==> config.mk <==
export PLATFORM = sky130hd
export DESIGN_NAME = adaptive_level_normalizer_core_flat
export DESIGN_NICKNAME = d
export VERILOG_FILES = /design/src/hdl/aln_pkg.sv /design/src/hdl/aln_in_if.sv /design/src/hdl/aln_out_if.sv /design/src/hdl/aln_lane.sv /design/src/hdl/aln_merge.sv /design/src/hdl/adaptive_level_normalizer_core.sv /design/src/flat_wrapper.sv
export SDC_FILE = /design/constraint.sdc
export NUM_CORES = 2
export LEC_CHECK = 0
export BUFFER_PORTS_ARGS = -buffer_cell sky130_fd_sc_hd__buf_2
export CAP_MARGIN = 20
export CORE_ASPECT_RATIO = 0.8
export CORE_MARGIN = 2
export CORE_UTILIZATION = 60
export CTS_CLUSTER_SIZE = 14
export DETAILED_ROUTE_END_ITERATION = 16
export GPL_TIMING_DRIVEN = 0
export PLACE_DENSITY = 0.77
export SLEW_MARGIN = 5
export SYNTH_ARGS = -nofsm -noshare
export SYNTH_HDL_FRONTEND = slang
export SYNTH_HIERARCHICAL = 1
export SYNTH_SLANG_ARGS = --single-unit
==> constraint.sdc <==
create_clock -name i_clk -period 17.4 [get_ports i_clk]
set_input_delay 0.87 -clock i_clk [delete_from_list [all_inputs] [get_ports i_clk]]
set_output_delay 0.87 -clock i_clk [all_outputs]
set_load 0.005 [all_outputs]
==> src/hdl/aln_pkg.sv <==
// ----------------------------------------------------------------------------
// aln_pkg
// Shared types and constants of the adaptive level normalizer.
// ----------------------------------------------------------------------------
package aln_pkg;

    // Fixed field widths of the channels and configuration registers
    localparam int IN_W    = 32;
    localparam int LEVEL_W = 10;
    localparam int SHIFT_W = 5;
    localparam int SPAN_W  = 16;
    localparam int CFG_W   = 16;

    // Register reset values
    localparam logic [SHIFT_W-1:0] RST_FLOOR_RISE = 5'd7;
    localparam logic [SHIFT_W-1:0] RST_FLOOR_FALL = 5'd3;
    localparam logic [SHIFT_W-1:0] RST_PEAK_DECAY = 5'd6;
    localparam logic [SPAN_W-1:0]  RST_MIN_SPAN   = 16'd128;

    typedef enum logic [1:0] {
        CFG_FLOOR_RISE = 2'd0,
        CFG_FLOOR_FALL = 2'd1,
        CFG_PEAK_DECAY = 2'd2,
        CFG_MIN_SPAN   = 2'd3
    } t_cfg_idx;

    typedef struct packed {
        logic [SHIFT_W-1:0] floor_rise_shift;
        logic [SHIFT_W-1:0] floor_fall_shift;
        logic [SHIFT_W-1:0] peak_decay_shift;
        logic [SPAN_W-1:0]  min_span;
    } t_cfg;

    typedef enum logic [2:0] {
        LANE_IDLE,
        LANE_FLOOR,
        LANE_SIG,
        LANE_PEAK,
        LANE_SPAN,
        LANE_DIV,
        LANE_SMOOTH,
        LANE_DONE
    } t_lane_state;

endpackage

==> src/hdl/aln_in_if.sv <==
// ----------------------------------------------------------------------------
// aln_in_if
// Input channel: one pair of frame energies per transaction.
// ----------------------------------------------------------------------------
interface aln_in_if;
    logic                      valid;
    logic                      ready;
    logic [aln_pkg::IN_W-1:0]  music_energy;
    logic [aln_pkg::IN_W-1:0]  activity_energy;

    modport source (output valid, output music_energy, output activity_energy, input ready);
    modport sink   (input valid, input music_energy, input activity_energy, output ready);
endinterface

==> src/hdl/aln_out_if.sv <==
// ----------------------------------------------------------------------------
// aln_out_if
// Output channel: one pair of smoothed levels per transaction.
// ----------------------------------------------------------------------------
interface aln_out_if;
    logic                         valid;
    logic                         ready;
    logic [aln_pkg::LEVEL_W-1:0]  music_level;
    logic [aln_pkg::LEVEL_W-1:0]  activity_level;

    modport source (output valid, output music_level, output activity_level, input ready);
    modport sink   (input valid, input music_level, input activity_level, output ready);
endinterface

==> src/hdl/aln_lane.sv <==
// ----------------------------------------------------------------------------
// aln_lane
// One normalizer lane: floor tracker, peak tracker, radix-2 permille divider
// and attack/release smoother, stepped by a small sequencer.
// ----------------------------------------------------------------------------
module aln_lane #(
    parameter int ENERGY_WIDTH = 32,
    parameter int FULL_SCALE   = 1000,
    parameter int LW           = $clog2(FULL_SCALE + 1)
) (
    input  logic                    i_clk,
    input  logic                    i_rst_n,
    input  logic                    i_start,
    input  logic [ENERGY_WIDTH-1:0] i_x,
    input  aln_pkg::t_cfg           i_cfg,
    input  logic                    i_ack,
    output logic                    o_done,
    output logic [LW-1:0]           o_level
);
    localparam int EW = ENERGY_WIDTH;
    localparam int BW = $clog2(LW);
    localparam logic [LW-1:0] FS_V = LW'(FULL_SCALE);

    aln_pkg::t_lane_state r_state, n_state;

    logic [EW-1:0] r_x, n_x;
    logic [EW-1:0] r_floor, n_floor;
    logic [EW-1:0] r_peak, n_peak;
    logic [EW-1:0] r_sig, n_sig;
    logic [EW:0]   r_decay, n_decay;
    logic [EW-1:0] r_span, n_span;
    logic [EW-1:0] r_rem, n_rem;
    logic [LW-1:0] r_quo, n_quo;
    logic [BW-1:0] r_bit, n_bit;
    logic          r_full, n_full;
    logic [LW-1:0] r_level, n_level;

    logic [EW-1:0] w_diff;
    logic [EW-1:0] w_min_span;
    logic [EW-1:0] w_p1;
    logic [EW-1:0] w_p2;
    logic [EW+1:0] w_t;
    logic [EW+1:0] w_span1;
    logic [EW+1:0] w_span2;
    logic [1:0]    w_k;
    logic [LW-1:0] w_tgt;
    logic [LW-1:0] w_gap;
    logic [LW+1:0] w_up_step;
    logic [LW:0]   w_dn_step;

    always_ff @(posedge i_clk) begin
        if (!i_rst_n) begin
            r_state <= aln_pkg::LANE_IDLE;
            r_floor <= '0;
            r_peak  <= EW'(1);
            r_level <= '0;
        end else begin
            r_state <= n_state;
            r_floor <= n_floor;
            r_peak  <= n_peak;
            r_level <= n_level;
        end
    end

    always_ff @(posedge i_clk) begin
        r_x     <= n_x;
        r_sig   <= n_sig;
        r_decay <= n_decay;
        r_span  <= n_span;
        r_rem   <= n_rem;
        r_quo   <= n_quo;
        r_bit   <= n_bit;
        r_full  <= n_full;
    end

    always_comb begin
        n_state = r_state;
        n_x     = r_x;
        n_floor = r_floor;
        n_peak  = r_peak;
        n_sig   = r_sig;
        n_decay = r_decay;
        n_span  = r_span;
        n_rem   = r_rem;
        n_quo   = r_quo;
        n_bit   = r_bit;
        n_full  = r_full;
        n_level = r_level;

        w_diff     = (r_x >= r_floor) ? (r_x - r_floor) : (r_floor - r_x);
        w_min_span = EW'(i_cfg.min_span);

        // Peak decays toward one, then is lifted back by the current signal.
        w_p1 = ({1'b0, r_peak} > r_decay) ? (r_peak - r_decay[EW-1:0]) : EW'(1);
        w_p2 = (r_sig > w_p1) ? r_sig : w_p1;

        // Each divider step doubles the running remainder and adds the signal
        // when the scale bit is set; the sum stays below three times the span.
        w_span1 = {2'b00, r_span};
        w_span2 = {1'b0, r_span, 1'b0};
        w_t     = {1'b0, r_rem, 1'b0} + (FS_V[r_bit] ? {2'b00, r_sig} : '0);
        if (w_t >= w_span2) begin
            w_k = 2'd2;
        end else if (w_t >= w_span1) begin
            w_k = 2'd1;
        end else begin
            w_k = 2'd0;
        end

        w_tgt     = r_full ? FS_V : r_quo;
        w_gap     = (w_tgt > r_level) ? (w_tgt - r_level) : (r_level - w_tgt);
        w_up_step = ({1'b0, w_gap, 1'b0} + {2'b00, w_gap} + (LW+2)'(3)) >> 2;
        w_dn_step = ({1'b0, w_gap} + (LW+1)'(7)) >> 3;

        unique case (r_state)
            aln_pkg::LANE_IDLE: begin
                if (i_start) begin
                    n_x     = i_x;
                    n_state = aln_pkg::LANE_FLOOR;
                end
            end
            aln_pkg::LANE_FLOOR: begin
                if (r_x >= r_floor) begin
                    n_floor = r_floor + (w_diff >> i_cfg.floor_rise_shift);
                end else begin
                    n_floor = r_floor - (w_diff >> i_cfg.floor_fall_shift);
                end
                n_state = aln_pkg::LANE_SIG;
            end
            aln_pkg::LANE_SIG: begin
                n_sig   = (r_x > r_floor) ? (r_x - r_floor) : '0;
                n_decay = {1'b0, r_peak >> i_cfg.peak_decay_shift} + (EW+1)'(1);
                n_state = aln_pkg::LANE_PEAK;
            end
            aln_pkg::LANE_PEAK: begin
                n_peak = (r_sig >= r_peak) ? r_sig : w_p2;
                if (n_peak == '0) begin
                    n_peak = EW'(1);
                end
                n_state = aln_pkg::LANE_SPAN;
            end
            aln_pkg::LANE_SPAN: begin
                n_span  = (r_peak < w_min_span) ? w_min_span : r_peak;
                n_rem   = '0;
                n_quo   = '0;
                n_bit   = BW'(LW - 1);
                n_state = aln_pkg::LANE_DIV;
            end
            aln_pkg::LANE_DIV: begin
                if (w_k == 2'd2) begin
                    n_rem = EW'(w_t - w_span2);
                end else if (w_k == 2'd1) begin
                    n_rem = EW'(w_t - w_span1);
                end else begin
                    n_rem = EW'(w_t);
                end
                n_quo  = {r_quo[LW-2:0], 1'b0} + LW'(w_k);
                n_full = (r_sig >= r_span);
                if (r_bit == '0) begin
                    n_state = aln_pkg::LANE_SMOOTH;
                end else begin
                    n_bit = r_bit - BW'(1);
                end
            end
            aln_pkg::LANE_SMOOTH: begin
                if (w_tgt > r_level) begin
                    n_level = r_level + LW'(w_up_step);
                end else if (w_tgt < r_level) begin
                    n_level = r_level - LW'(w_dn_step);
                end
                n_state = aln_pkg::LANE_DONE;
            end
            aln_pkg::LANE_DONE: begin
                if (i_ack) begin
                    n_state = aln_pkg::LANE_IDLE;
                end
            end
            default: n_state = aln_pkg::LANE_IDLE;
        endcase
    end

    assign o_done  = (r_state == aln_pkg::LANE_DONE);
    assign o_level = r_level;

endmodule

==> src/hdl/aln_merge.sv <==
// ----------------------------------------------------------------------------
// aln_merge
// Joins the two lane results into one output register and drives the
// output channel.
// ----------------------------------------------------------------------------
module aln_merge #(
    parameter int LW = 10
) (
    input  logic          i_clk,
    input  logic          i_rst_n,
    input  logic          i_music_done,
    input  logic [LW-1:0] i_music_level,
    input  logic          i_activity_done,
    input  logic [LW-1:0] i_activity_level,
    output logic          o_taken,
    aln_out_if.source     o_out
);
    logic                         r_valid;
    logic [aln_pkg::LEVEL_W-1:0]  r_music;
    logic [aln_pkg::LEVEL_W-1:0]  r_activity;

    // Capture once both lanes are finished and the register is free or draining.
    assign o_taken = i_music_done && i_activity_done && (!r_valid || o_out.ready);

    always_ff @(posedge i_clk) begin
        if (!i_rst_n) begin
            r_valid <= 1'b0;
        end else if (o_taken) begin
            r_valid <= 1'b1;
        end else if (o_out.ready) begin
            r_valid <= 1'b0;
        end
    end

    always_ff @(posedge i_clk) begin
        if (o_taken) begin
            r_music    <= aln_pkg::LEVEL_W'(i_music_level);
            r_activity <= aln_pkg::LEVEL_W'(i_activity_level);
        end
    end

    assign o_out.valid          = r_valid;
    assign o_out.music_level    = r_music;
    assign o_out.activity_level = r_activity;

endmodule

==> src/hdl/adaptive_level_normalizer_core.sv <==
// ----------------------------------------------------------------------------
// adaptive_level_normalizer_core
// Two-lane adaptive level normalizer with attack/release smoothing.
// ----------------------------------------------------------------------------
// Each input transaction carries a music and an activity energy; two identical
// lanes track a noise floor and a decaying peak, scale the signal above the
// floor to permille of max(peak, min_span) and smooth the result with fast
// attack and slow release. One item is handled at a time: the lanes' permille
// divider produces one quotient bit per cycle, and the next item is taken the
// cycle after the result enters the output register, which may still be
// waiting on the consumer. Configuration writes take effect at once and must
// only be made while the block is idle.
// ----------------------------------------------------------------------------
module adaptive_level_normalizer_core #(
    parameter int ENERGY_WIDTH = 32,
    parameter int FULL_SCALE   = 1000
) (
    input  logic                        i_clk,
    input  logic                        i_rst_n,
    aln_in_if.sink                      i_in,
    aln_out_if.source                   o_out,
    input  logic                        i_cfg_we,
    input  aln_pkg::t_cfg_idx           i_cfg_idx,
    input  logic [aln_pkg::CFG_W-1:0]   i_cfg_data
);
    localparam int LW = $clog2(FULL_SCALE + 1);

    aln_pkg::t_cfg r_cfg;
    logic          r_busy;
    logic          w_start;
    logic          w_taken;
    logic          w_music_done;
    logic          w_activity_done;
    logic [LW-1:0] w_music_level;
    logic [LW-1:0] w_activity_level;

    always_ff @(posedge i_clk) begin
        if (!i_rst_n) begin
            r_cfg.floor_rise_shift <= aln_pkg::RST_FLOOR_RISE;
            r_cfg.floor_fall_shift <= aln_pkg::RST_FLOOR_FALL;
            r_cfg.peak_decay_shift <= aln_pkg::RST_PEAK_DECAY;
            r_cfg.min_span         <= aln_pkg::RST_MIN_SPAN;
        end else if (i_cfg_we) begin
            unique case (i_cfg_idx)
                aln_pkg::CFG_FLOOR_RISE:
                    r_cfg.floor_rise_shift <= i_cfg_data[aln_pkg::SHIFT_W-1:0];
                aln_pkg::CFG_FLOOR_FALL:
                    r_cfg.floor_fall_shift <= i_cfg_data[aln_pkg::SHIFT_W-1:0];
                aln_pkg::CFG_PEAK_DECAY:
                    r_cfg.peak_decay_shift <= i_cfg_data[aln_pkg::SHIFT_W-1:0];
                aln_pkg::CFG_MIN_SPAN:
                    r_cfg.min_span         <= i_cfg_data[aln_pkg::SPAN_W-1:0];
                default: ;
            endcase
        end
    end

    // Busy from the input transaction until the merge stage captures the result.
    assign i_in.ready = !r_busy;
    assign w_start    = i_in.valid && !r_busy;

    always_ff @(posedge i_clk) begin
        if (!i_rst_n) begin
            r_busy <= 1'b0;
        end else if (w_start) begin
            r_busy <= 1'b1;
        end else if (w_taken) begin
            r_busy <= 1'b0;
        end
    end

    aln_lane #(
        .ENERGY_WIDTH (ENERGY_WIDTH),
        .FULL_SCALE   (FULL_SCALE),
        .LW           (LW)
    ) u_music_lane (
        .i_clk   (i_clk),
        .i_rst_n (i_rst_n),
        .i_start (w_start),
        .i_x     (ENERGY_WIDTH'(i_in.music_energy)),
        .i_cfg   (r_cfg),
        .i_ack   (w_taken),
        .o_done  (w_music_done),
        .o_level (w_music_level)
    );

    aln_lane #(
        .ENERGY_WIDTH (ENERGY_WIDTH),
        .FULL_SCALE   (FULL_SCALE),
        .LW           (LW)
    ) u_activity_lane (
        .i_clk   (i_clk),
        .i_rst_n (i_rst_n),
        .i_start (w_start),
        .i_x     (ENERGY_WIDTH'(i_in.activity_energy)),
        .i_cfg   (r_cfg),
        .i_ack   (w_taken),
        .o_done  (w_activity_done),
        .o_level (w_activity_level)
    );

    aln_merge #(
        .LW (LW)
    ) u_merge (
        .i_clk            (i_clk),
        .i_rst_n          (i_rst_n),
        .i_music_done     (w_music_done),
        .i_music_level    (w_music_level),
        .i_activity_done  (w_activity_done),
        .i_activity_level (w_activity_level),
        .o_taken          (w_taken),
        .o_out            (o_out)
    );

endmodule

==> src/flat_wrapper.sv <==
// flat-port wrapper written by rule: the top's interface ports become plain ports
module adaptive_level_normalizer_core_flat 
#(
    parameter int ENERGY_WIDTH = 32,
    parameter int FULL_SCALE   = 1000
)
  (i_clk, i_rst_n, i_cfg_we, i_cfg_idx, i_cfg_data, i_in_valid, i_in_music_energy, i_in_activity_energy, i_in_ready, o_out_valid, o_out_music_level, o_out_activity_level, o_out_ready);
  aln_in_if i_in_i ();
  aln_out_if o_out_i ();
  input  logic i_clk;
  input  logic i_rst_n;
  input  logic i_cfg_we;
  input  aln_pkg::t_cfg_idx i_cfg_idx;
  input  logic [aln_pkg::CFG_W-1:0] i_cfg_data;
  input wire logic [$bits(i_in_i.valid)-1:0] i_in_valid;
  input wire logic [$bits(i_in_i.music_energy)-1:0] i_in_music_energy;
  input wire logic [$bits(i_in_i.activity_energy)-1:0] i_in_activity_energy;
  output wire logic [$bits(i_in_i.ready)-1:0] i_in_ready;
  output wire logic [$bits(o_out_i.valid)-1:0] o_out_valid;
  output wire logic [$bits(o_out_i.music_level)-1:0] o_out_music_level;
  output wire logic [$bits(o_out_i.activity_level)-1:0] o_out_activity_level;
  input wire logic [$bits(o_out_i.ready)-1:0] o_out_ready;
  assign i_in_i.valid = i_in_valid;
  assign i_in_i.music_energy = i_in_music_energy;
  assign i_in_i.activity_energy = i_in_activity_energy;
  assign i_in_ready = i_in_i.ready;
  assign o_out_valid = o_out_i.valid;
  assign o_out_music_level = o_out_i.music_level;
  assign o_out_activity_level = o_out_i.activity_level;
  assign o_out_i.ready = o_out_ready;
  adaptive_level_normalizer_core #(.ENERGY_WIDTH(ENERGY_WIDTH), .FULL_SCALE(FULL_SCALE)) u_core (.i_clk(i_clk), .i_rst_n(i_rst_n), .i_in(i_in_i), .o_out(o_out_i), .i_cfg_we(i_cfg_we), .i_cfg_idx(i_cfg_idx), .i_cfg_data(i_cfg_data));
endmodule
======== After elaboration in Yosys (flattened, before gate mapping) ========
Memory sizes are Yosys's and may differ from the RTL's. A register that Yosys moved wholly into a read port is not among the register bits.
Cells that the tools add are included.
W data, S select, Z words.
storage, ports and cells
  bits in registers ....................... 559
  bits in read-only memories .............. 32
  input port bits ......................... 87
  output and inout bits ................... 22
  word-level logic and storage cells ...... 216
  memories kept ........................... 2
memory list
  memory            depth  bits a word  read ports  clocked after memory_dff  wr ports  line             text
  (name not given)  16     1            1           1                         0         aln_lane.sv:101  w_t = {1'b0, r_rem, 1'b0} + (FS_V[r_bit] ? {2'b00, r_sig} : '0);
  (name not given)  16     1            1           1                         0         aln_lane.sv:101
cells by class
  add/sub/neg operators ................... 36
  order comparisons ....................... 24
  eq/ne operators ......................... 29
  shift operators ......................... 6
  mux-type cells .......................... 54
  reductions and logical operators ........ 31
operator list
  kind                     number
  $mux W32                 18
  $sub A32 B32 Y32         12
  $ge A32 B32 Y1           6
  $shr A32 B5 Y32          6
  $gt A32 B32 Y1           4
  $pmux W32 S2             2
  $mux W10                 8
  $add A33 B32 Y34         2
  $ge A34 B32 Y1           2
  $ge A34 B33 Y1           2
  $add A32 B1 Y33 const B  2
  $gt A32 B33 Y1           2
  $add A32 B32 Y32         2
  $logic_not A32 Y1        2
  $lt A32 B16 Y1           2
  $pmux W3 S8              2
  $pmux W10 S2             2
  $sub A10 B10 Y10         4
  $mux W16                 2
  $add A11 B10 Y12         2
  $add A12 B2 Y12 const B  2
  $eq A3 B3 Y1 const B     8
  $add A10 B3 Y11 const B  2
  $add A10 B10 Y10         2
  other kinds (26)         82

======== Longest topological paths before layout ========
  depth after elaboration ................. 11
  depth in mapped cells ................... 43
  mapped depth without buffers ............ 41

======== Cells and area by module ========
Netlist, hierarchy kept.
by module, submodules not included
  module                             times used  cells an instance  area an instance (um2)  seq. area each (um2)
  aln_lane (u_core.u_activity_lane)  1           4,268              33,581.0                6,846.6
  aln_lane (u_core.u_music_lane)     1           4,261              33,519.6                6,846.6
  adaptive_level_normalizer_core     1           129                1,286.2                 640.6
  aln_merge                          1           25                 655.6                   620.6

======== Worst setup path after synthesis ========
OpenSTA, ideal clock, no wires.
  path kind ............................... register to register
  from .................................... register u_core.u_music_lane.r_x[18]
  to ...................................... register u_core.u_music_lane.r_floor[31]
  setup time .............................. 121 ps
  arrival time ............................ 8,351 ps
  data required time ...................... 17,279 ps
  path slack .............................. 8,928 ps
  cell stages (with the launch flop) ...... 41
  buffers on the path ..................... 2
  period minus slack after synthesis ...... 8,472 ps
  cells stage by stage .................... edfxtp_1 inv_1 ha_1 buf_4 nand4_1 or3_4 or4_4 and3_4 a21oi_4 buf_4 mux4_2 nor2_1 a221oi_1 mux2_2 a211o_1 a211oi_1 inv_1 ha_1 [5 not listed] ha_1 or3_1 o21ai_0 a211oi_1 a211oi_1 or3_1 o211ai_1 or4_1 a31oi_1 o21bai_1 a21oi_1 a211oi_1 o21ai_0 o21ai_0 a31oi_1 mux2i_1 o211ai_2 mux2i_1
between the ends
  cells in the longest elaborated chain, start to end .. 5
  elaborated cells between the ends (all ways) .. 9
  classes of those cells .................. add/sub: 4; order compare: 1; shift: 2; mux: 2
ends and longest elaborated chain
  element                                               line                              text
  start, declared                                       aln_lane.sv:26                    logic [EW-1:0] r_x, n_x;
  start signal, assigned                                aln_lane.sv:66                    r_x <= n_x;
  $sub A32 B32 Y32 or $ge A32 B32 Y1 (tied branches)    aln_lane.sv:90, aln_lane.sv:123
  $mux W32                                              aln_lane.sv:90                    w_diff = (r_x >= r_floor) ? (r_x - r_floor) : (r_floor - r_x);
  $shr A32 B5 Y32 (on tied branches)                    aln_lane.sv:126, aln_lane.sv:124
  $sub A32 B32 Y32 or $add A32 B32 Y32 (tied branches)  aln_lane.sv:126, aln_lane.sv:124
  $mux W32 (*)                                          aln_lane.sv:123                   if (r_x >= r_floor) begin
  end signal, assigned                                  aln_lane.sv:59                    r_floor <= n_floor;
  end, declared                                         aln_lane.sv:27                    logic [EW-1:0] r_floor, n_floor;
Mark *: on every way between the ends. The rest lies on a longest branch, timed or not.
A chain may end at the register's enable or synchronous reset.

======== Worst setup path after layout ========
  from .................................... register u_core.u_music_lane.r_x[0]
  to ...................................... register u_core.u_music_lane.r_floor[31]
Same word-level chain as after synthesis.

==> impl_metrics.tcl <==
set metrics [dict create \
    fill_cells 9812 \
    async_reset_ff_share_pct 0 \
    power_frac_comb_pct 61.0 \
    port_buffers 108 \
    skew_ns 0.0258 \
    synth_top_area_share_pct 16.2 \
    core.rowCount 111 \
    grt_max_degree 33 \
    grt_use_total_pct 43.2 \
    dr.pass1.iters 10 \
    swShare_pct 49.0 \
    p_int_uw 4220 \
    final.setup.tns_ns 0 \
    max_freq_mhz 86.2 \
    vias_per_cell 6.77 \
    avgSynthCellArea_um2 7.95 \
    post_drt_wl_per_cell_um 25.2 \
    wl_met2_um 106000 \
    clk_latency_ns 0.70 \
    cts_tree "yes" \
    multi_input_area_mm2 0.0501 \
    drtAntennaViolNets 0 \
    yosysWarnings 6 \
    ys_seq_elements 561 \
    cts_root_buf "clkbuf_16" \
    postCtsSetupBuffers 0 \
    crit_slowest_cell "clkbuf_1" \
    drc 0 \
    relSlewSlack_pct 9.32 \
    dp_hpwl_um 212000 \
    rsz0062_at_grt "no" \
    synth.area.top_cells "edfxtp_1 16%, ha_1 14%, dfxtp_1 5.5%" \
    die_w_um 383 \
    seqPwrFrac_pct 21.0 \
    min-delay-path-class "in2reg" \
    finalCritPeriodShare_pct 66.7 \
    top_layer_used "met5" \
    ys_seq_area_share_pct 21.7 \
    yosysMostFrequentCell "nand2_1" \
    place.gp.congestion 1.07 \
    largestRegisters "u_core/u_activity_lane/r_decay: 33 flops, u_core/u_music_lane/r_decay: 33 flops" \
    finalNetCount 9778 \
    cts_resized 0 \
    cts_made_buffers 67 \
    dr_total_vias 70963 \
    worstPathMaxFanout 10 \
    peakVddDrop_mv 0.122 \
    p_per_area_mw_per_mm2 112 \
    antenna_found_initial 12 \
    hold_viol 0 \
    ys_types 129 \
    wl_met3_um 36800 \
    core_area_mm2 0.114 \
    path_clk_slew_ns 0.07 \
    postSynthCellCount 8683 \
    finalMaxSlewViolations 0 \
    synthToLayoutAreaGrowth_pct 7.34 \
    leakage_uw 0.0311 \
    initial_core_util_pct 60.4 \
    maxCapViolCount 0 \
    io-pin-count 109 \
    netlist_top_cells_count "801 x nand2_1, 780 x ha_1, 780 x nor2_1" \
    period_minus_slack_ns 11.61 \
    die_y_um 307 \
    drive_gt1_share_pct 7.06 \
    outcome "finished clean" \
    drt_iter0_markers 9881 \
    drt-met1-wl_um 109000 \
    post_dp_cell_area_mm2 0.0718 \
    synthFlopType "edfxtp_1" \
    cts.hold.buffers_added 0 \
    seq_area_mm2 0.0150 \
    slowest_delay_ns 0.58 \
    synth_largest_area_cell "edfxtp_1" \
    synth_edf_count 372 \
    end_kind "register" \
    tightest_slew_ns 1.36 \
    cp.required_ns 17.96 \
    synth_area_mm2 0.0690 \
    first_global_vias 65793 \
    drt-total-wl_um 264000 \
    clockBufferDepth 3 \
    start_kind "register" \
    fin_area_mm2 0.0741 \
    syn-num-nets 9570 \
    finalSetupViolCount 0 \
    grt_remaining_overflow 0 \
    cts.sinks 561 \
    crit_type "reg2reg" \
    crit_arrival_ns 12.17 \
    switchingPower_uw 4060 \
    dieArea_mm2 0.118 \
    grt_pass1_wl_um 394000 \
    power_uw 8290 \
    pwr-share-clk_pct 18.0 \
    htreeDepth 3 \
]
logic make-up (layout without fill, tap and decap cells):
kind of cell	Yosys count	count (layout)	synth area share, %
other cells	0	7	0
simple gates	2859	2859	19.9
flops	561	561	21.7
buf+inv	1018	1281	5.80
compound gates	2431	2431	22.9
xor+xnor	545	545	6.92
mux	466	466	8.05
fa+ha+maj	803	803	14.8
final cells by class:
type / instances / share of cell area, %
clock buffer: 80 / 2.40
buffer: 415 / 2.35
antenna: 7 / 0.0236
inverter: 603 / 3.05
multi-input combinational: 7104 / 67.6
sequential: 561 / 20.2
timing repair buffer: 139 / 1.13
clock inverter: 44 / 0.650
tap: 1525 / 2.57
path summary, 6_finish.rpt:
check	from	end	slack, ns	depth (start not counted)
hold reg to reg	u_core/u_music_lane/r_floor[31]	u_core/u_music_lane/r_floor[31]	0.47	2
hold / removal	i_in_activity_energy[0]	u_core/u_activity_lane/r_x[0]	0.34	1
setup reg to reg	u_core/u_music_lane/r_x[0]	u_core/u_music_lane/r_floor[31]	5.79	41
setup / recovery	u_core/u_music_lane/r_x[0]	u_core/u_music_lane/r_floor[31]	5.79	41
worst max-delay path, delay by kind of cell, from the launching register on:
kind | cells | cell delay [ns]
AO/OA/AOI/OAI | 20 | 5.18
AND/OR/NAND/NOR | 6 | 1.97
buffers and inverters | 7 | 1.45
adder cells (fa/ha/maj) | 4 | 1.12
multiplexers | 3 | 0.85
flip-flops | 1 | 0.47
XOR/XNOR | 1 | 0.42
per-stage QoR:
stage          cells  setup WS (ns)  util, %  hold WS, ns
2_1_floorplan   8683           8.93        -        0.430
3_3_place_gp   10316           6.39     62.5        0.442
3_5_place_dp   10343           6.28     62.8        0.457
4_1_cts        10467           6.18     64.8        0.312
5_1_grt        10471           5.30     64.8        0.325
6_report       10478           5.79     64.8        0.342
power by group through the flow:
| stage | Clock, uW | Combinational, uW | Sequential [uW] |
|---|---|---|---|
| 2_1_floorplan | 0 | 3470 | 1650 |
| 3_3_place_gp | 0 | 4680 | 1760 |
| 3_5_place_dp | 0 | 4780 | 1750 |
| 4_1_cts | 1510 | 4820 | 1720 |
| 5_1_grt | 1550 | 5370 | 1740 |
| 6_report | 1490 | 5050 | 1740 |
placed cells by master, fill, tap and decap left out, types with 68 or more instances in the layout:
cell type | synthesis | final
buf_2 | 37 | 146
o21ai_0 | 438 | 438
or3_1 | 74 | 74
inv_1 | 593 | 591
o21bai_1 | 74 | 74
clkbuf_1 | 319 | 327
mux2_2 | 91 | 91
nand2b_1 | 115 | 115
mux2i_1 | 312 | 312
dfxtp_1 | 189 | 189
nor3_1 | 178 | 178
a31oi_1 | 78 | 78
clkbuf_16 | 0 | 68
and2_1 | 141 | 141
o211ai_1 | 72 | 72
o21a_1 | 78 | 78
nor2b_1 | 121 | 121
a21o_1 | 246 | 246
edfxtp_1 | 372 | 372
ha_1 | 780 | 780
nand4_1 | 116 | 116
or2_2 | 78 | 78
o22ai_1 | 95 | 95
nand3_1 | 186 | 186
and3_1 | 91 | 91
nand2_1 | 801 | 801
nor2_1 | 780 | 778
xnor2_1 | 324 | 324
a21oi_1 | 750 | 750
xor2_1 | 220 | 220
a211oi_1 | 136 | 136
layer usage:
metal | GRT usage [%] | vias up
met2 | 62.3 | 4786
met4 | 16.8 | 8
met5 | 0 | -
li1 | - | 32089
met1 | 60.5 | 33272
met3 | 12.2 | 808
No activity file was read; power rests on OpenSTA's default activity.
